### src/hw/rtl/lya_pkg.sv
// lya_pkg: shared types, constants and the arctangent table for the line yaw core
// no dependencies
`timescale 1ns / 1ps

package lya_pkg;

    localparam int COORD_W    = 17;
    localparam int DIFF_W     = 18;
    localparam int CFG_W      = 32;
    localparam int CFG_IDX_W  = 3;
    localparam int PROD_W     = 50;
    localparam int D34_W      = 52;
    localparam int D28_W      = 46;
    localparam int SPLIT_LO   = 23;
    localparam int DEN_W      = 64;
    localparam int CRD_W      = 43;
    localparam int ANG_W      = 33;
    localparam int YAW_W      = 16;
    localparam int ATAN_SIZE  = 24;
    localparam int ANGLE_ITERATIONS_DEF = 16;
    localparam int QUEUE_DEPTH_DEF      = 4;
    localparam logic [YAW_W-1:0] HALF_PI_Q14 = 16'd25736;

    typedef enum logic [CFG_IDX_W-1:0] {
        REG_INV_FX      = 3'd0,
        REG_INV_SKEW    = 3'd1,
        REG_INV_CX_TERM = 3'd2,
        REG_INV_FY      = 3'd3,
        REG_INV_CY_TERM = 3'd4
    } t_reg_idx;

    // one segment waiting for the back end
    typedef struct packed {
        logic signed [DIFF_W-1:0] dx;
        logic signed [DIFF_W-1:0] dy;
        logic signed [D28_W-1:0]  dx28;
        logic signed [D28_W-1:0]  dy28;
        logic                     last;
    } t_seg;

    // per-item flags carried through the back end
    typedef struct packed {
        logic degen;
        logic vert;
        logic flat;
        logic neg;
        logic last;
    } t_flags;

    // arctangent of 2^-i, 30 fraction bits
    function automatic logic signed [31:0] atan_q30(input int idx);
        logic signed [31:0] v;
        case (idx)
            0:  v = 32'sd843314857;
            1:  v = 32'sd497837830;
            2:  v = 32'sd263043837;
            3:  v = 32'sd133525159;
            4:  v = 32'sd67021687;
            5:  v = 32'sd33543516;
            6:  v = 32'sd16775851;
            7:  v = 32'sd8388437;
            8:  v = 32'sd4194283;
            9:  v = 32'sd2097149;
            10: v = 32'sd1048576;
            11: v = 32'sd524288;
            12: v = 32'sd262144;
            13: v = 32'sd131072;
            14: v = 32'sd65536;
            15: v = 32'sd32768;
            16: v = 32'sd16384;
            17: v = 32'sd8192;
            18: v = 32'sd4096;
            19: v = 32'sd2048;
            20: v = 32'sd1024;
            21: v = 32'sd512;
            22: v = 32'sd256;
            23: v = 32'sd128;
            default: v = 32'sd0;
        endcase
        return v;
    endfunction

endpackage

### src/hw/rtl/lya_fifo.sv
// lya_fifo: short queue of segments between front and back
// depends on lya_pkg
`timescale 1ns / 1ps

module lya_fifo #(
    parameter int DEPTH = lya_pkg::QUEUE_DEPTH_DEF
) (
    input  logic          i_clk,
    input  logic          i_rst_n,
    input  logic          i_push,
    input  lya_pkg::t_seg i_seg,
    output logic          o_full,
    input  logic          i_pop,
    output logic          o_empty,
    output lya_pkg::t_seg o_seg
);

    localparam int PW = (DEPTH > 1) ? $clog2(DEPTH) : 1;
    localparam int CW = $clog2(DEPTH + 1);

    lya_pkg::t_seg   r_mem [DEPTH];
    logic [PW-1:0]   r_wp;
    logic [PW-1:0]   r_rp;
    logic [CW-1:0]   r_cnt;
    logic            do_push;
    logic            do_pop;

    assign o_full  = (r_cnt == CW'(DEPTH));
    assign o_empty = (r_cnt == '0);
    assign do_push = i_push && !o_full;
    assign do_pop  = i_pop && !o_empty;
    assign o_seg   = r_mem[r_rp];

    always_ff @(posedge i_clk) begin
        if (!i_rst_n) begin
            r_wp  <= '0;
            r_rp  <= '0;
            r_cnt <= '0;
        end else begin
            if (do_push) begin
                r_wp <= (r_wp == PW'(DEPTH - 1)) ? '0 : r_wp + 1'b1;
            end
            if (do_pop) begin
                r_rp <= (r_rp == PW'(DEPTH - 1)) ? '0 : r_rp + 1'b1;
            end
            r_cnt <= r_cnt + CW'(do_push) - CW'(do_pop);
        end
    end

    always_ff @(posedge i_clk) begin
        if (do_push) begin
            r_mem[r_wp] <= i_seg;
        end
    end

endmodule

### config.mk
export PLATFORM = sky130hd
export DESIGN_NAME = lya_fifo
export DESIGN_NICKNAME = d
export VERILOG_FILES = /design/src/hw/rtl/lya_pkg.sv /design/src/hw/rtl/lya_fifo.sv
export SDC_FILE = /design/constraint.sdc
export NUM_CORES = 1
export LEC_CHECK = 0
export BUFFER_PORTS_ARGS = -buffer_cell sky130_fd_sc_hd__buf_2
export CAP_MARGIN = 5
export CORE_AREA = 3 3 223 225
export DETAILED_ROUTE_END_ITERATION = 8
export DIE_AREA = 0 0 226 228
export GPL_ROUTABILITY_DRIVEN = 0
export PLACE_DENSITY_LB_ADDON = 0.15
export SYNTH_ARGS = -nofsm -noshare
export SYNTH_HDL_FRONTEND = slang
export SYNTH_SLANG_ARGS = --single-unit
### constraint.sdc
create_clock -name i_clk -period 5.65 [get_ports i_clk]
set_input_delay 1.13 -clock i_clk [delete_from_list [all_inputs] [get_ports i_clk]]
set_output_delay 1.13 -clock i_clk [all_outputs]
set_load 0.01 [all_outputs]
==> flow_summary_export.csv <==
group,metric,value,unit
outcome,status,"finished clean",
critical_path,path_class,"reg -> out",
cells_and_area,drive_above_1_share,45.35,%
synth,synth_top_family_by_area,"multiplexers",
placed_design,detailed_place_hpwl,23850,microns
sta,hold_violations,0,
synth,synthAdderAreaFrac,0.5633,%
detailed_routing,firstDrtPassIters,4,
floorplan,io_pins,264,
detailed_routing,drt-total-wl,39150,microns
synth,synth_area_leaders,"edfxtp_1 81%, mux4_2 15%, dfxtp_1 0.94%",
critical_path,r2r_start,"r_cnt[2]",
grt,grt_max_degree,89,
detailed_routing,drc_errors,0,
floorplan,die_h,228,microns
cells_and_area,final_cell_mix,"516 x edfxtp_1, 263 x buf_2, 129 x mux4_2",
placed_design,placed_area,0.02115,sq mm
clocking,cts_buffers,54,
pwr,ir_drop,0.2679,mV
sta,period_minus_slack,3.840,ns
critical_path,worstRegToRegCells,4,
sta,rsz0062_at_grt,"false",
clocking,clock_sinks,525,
sta,drv_slew,0,
floorplan,initial_core_util,40.01,%
grt,grt_pass1_vias,9108,
critical_path,start_kind,"flop",
floorplan,die_w,226,microns
cells_and_area,nNetsFinal,1173,
detailed_routing,via_count,8563,
sta,setup_viol,0,
sta,tns,0,ns
synth,syn_inst,726,
sta,fin_crit_sh,67.97,%
floorplan,fp.dieArea,0.05153,sq mm
pwr,pwr-share-comb,20.4,%
clocking,cts_buffer_depth,3,
grt,grt_overflow,0,
hold_path,holdCritStartpoint,"r_wp[1]",
placed_design,port_buffers,263,
cells_and_area,final_area,0.02286,sq mm
critical_path,r2r_end,"r_mem[2][99]",
clocking,cts_setup_buffers,0,
detailed_routing,via_per_inst,5.061,
detailed_routing,detail_route.wl_per_cell,23.14,microns
clocking,cts_tree,"built",
critical_path,required,4.52,ns
clocking,cts_root_buffer,"clkbuf_16",
synth,syn_area,0.01910,sq mm
pwr,p_int,7.725,mW
hold_path,holdPathEnd,"r_wp[1]",
clocking,postCtsResizedCells,0,
critical_path,crit_fanout,61,
synth,ys_seq_area_share,82.06,%
synth,synth-xor-area-share,0.09171,%
synth,syn_nets,867,
pwr,p_leak,7.598,nW
pwr,p_sw,2.701,mW
pwr,pwr-share-seq,46.8,%
cells_and_area,syn_to_final_growth,19.68,%
sta,skew,0.01974,ns
detailed_routing,ant_nets,0,
synth,synth_mux_area_share,15.32,%
cells_and_area,final_common_cell,"edfxtp_1",
synth,ys_ff_latch,525,
sta,worst_pin_slew,1.039,ns
critical_path,arrival,2.71,ns
critical_path,worstSetupEndpointType,"primary output",
synth,yosys.area.top_type,"edfxtp_1",
synth,synth_compound_area_share,0.09171,%
grt,grt.total_usage,15.23,%
synth,synthSimpleGateAreaFrac,0.5371,%
pwr,sw_frac_of_total,25.91,%
synth,yosys_warnings,0,
floorplan,core-area,0.04775,sq mm
pwr,clkPwrFrac,32.9,%
detailed_routing,drt_iter0_drc,563,
clocking,ctsHoldBuffers,0,
grt,antenna_found_initial,9,
synth,synth_top_area_share,81.12,%
cells_and_area,fillers,3931,
hold_path,hold_path_class,"reg -> reg",
sta,max_slew_margin,30.75,%
clocking,clock_latency,0.59,ns
sta,fmax,260.4,MHz
critical_path,ff2ff_setup_slack,2.98,ns
hold_path,whs_path_depth,2,
flow_run,drv_cap,0,
pwr,power.density,456.1,mW/mm^2
clocking,h-tree-depth,2,
synth,avgSynthCellArea,26.31,sq um
floorplan,rows,80,
synth,netlist-cell-type-count,21,
grt,grt_pass1_wl,58710,microns
clocking,path_clk_slew,0.06,ns
-- worst max path at each step --
stage                               to  slack, ns  cells after the start
after global placement    r_mem[2][98]       2.19                      4
after detailed placement  r_mem[2][98]       2.16                      4
final                       o_seg[107]       1.81                      3
after floorplan            r_mem[1][0]       0.67                      3
after global routing        o_seg[107]       1.65                      3
after CTS                   o_seg[107]       1.69                      3
-- cell usage after synthesis, drive strengths merged --
cell type  instances
mux2i              2
dfxtp              9
ha                 7
nand3              2
mux4             129
clkbuf             6
and2               7
o21ai              2
buf               24
nand2              6
nor2b              1
inv                7
xnor2              2
nor3               1
nor3b              1
edfxtp           516
nor2               2
o31ai              1
fa                 1
-- per-stage QoR --
stage	total power, mW	setup WS, ns	util [%]	std cells	hold WS, ns
floorplan	6.344	0.6740	-	726	0.4677
global placement	7.151	2.191	44.30	1591	0.4956
detailed placement	7.165	2.158	44.30	1591	0.4994
CTS	10.62	1.695	47.87	1691	0.5069
global route	10.91	1.649	47.87	1691	0.5585
finish	10.43	1.810	47.88	1692	0.4989
-- power groups by stage --
stage / Sequential [mW] / Combinational (mW) / Clock (mW)
finish: 4.88 / 2.12 / 3.43
detailed placement: 4.97 / 2.20 / 0
global route: 4.92 / 2.31 / 3.68
floorplan: 4.93 / 1.42 / 0
global placement: 4.96 / 2.19 / 0
CTS: 4.89 / 2.21 / 3.53
-- routing by layer --
layer | part of all wire [%] | global-route usage, % | wire length (microns)
met5 | 0.21 | 0 | 83
met4 | 2.2 | 4.707 | 853
met3 | 7.1 | 4.808 | 2785
met2 | 48 | 23.62 | 18650
met1 | 43 | 20.73 | 16780
-- cells by family (layout without fill, tap and decap cells) --
family          Yosys count  after routing
compound gates            3              3
xor+xnor                  2              2
fa+ha+maj                 8              8
buf+inv                  37            387
flops                   525            525
mux                     131            131
other cells               0              1
simple gates             20             20
-- registers in the layout, summed over array words and instances (netlist names), named ones only --
| signal | flops |
|---|---|
| r_mem | 516 |
| r_cnt | 3 |
| r_rp | 2 |
| r_wp | 2 |
-- critical path, stage by stage (launching register included) --
cell     delay (ns)
dfxtp_4        0.98
buf_4          0.50
mux4_2         0.41
buf_2          0.17
-- layout make-up --
cell class                 count  area, sq um  area share [%]
clock buffer                  70         1433           6.267
antenna                        1        2.502         0.01095
clock inverter                30        271.5           1.188
inverter                       7        26.28          0.1149
tap                          615        769.5           3.366
multi-input combinational    164         3181           13.91
sequential                   525        15680           68.60
timing repair buffer         280         1494           6.535
(Power assumes the default switching activity.)
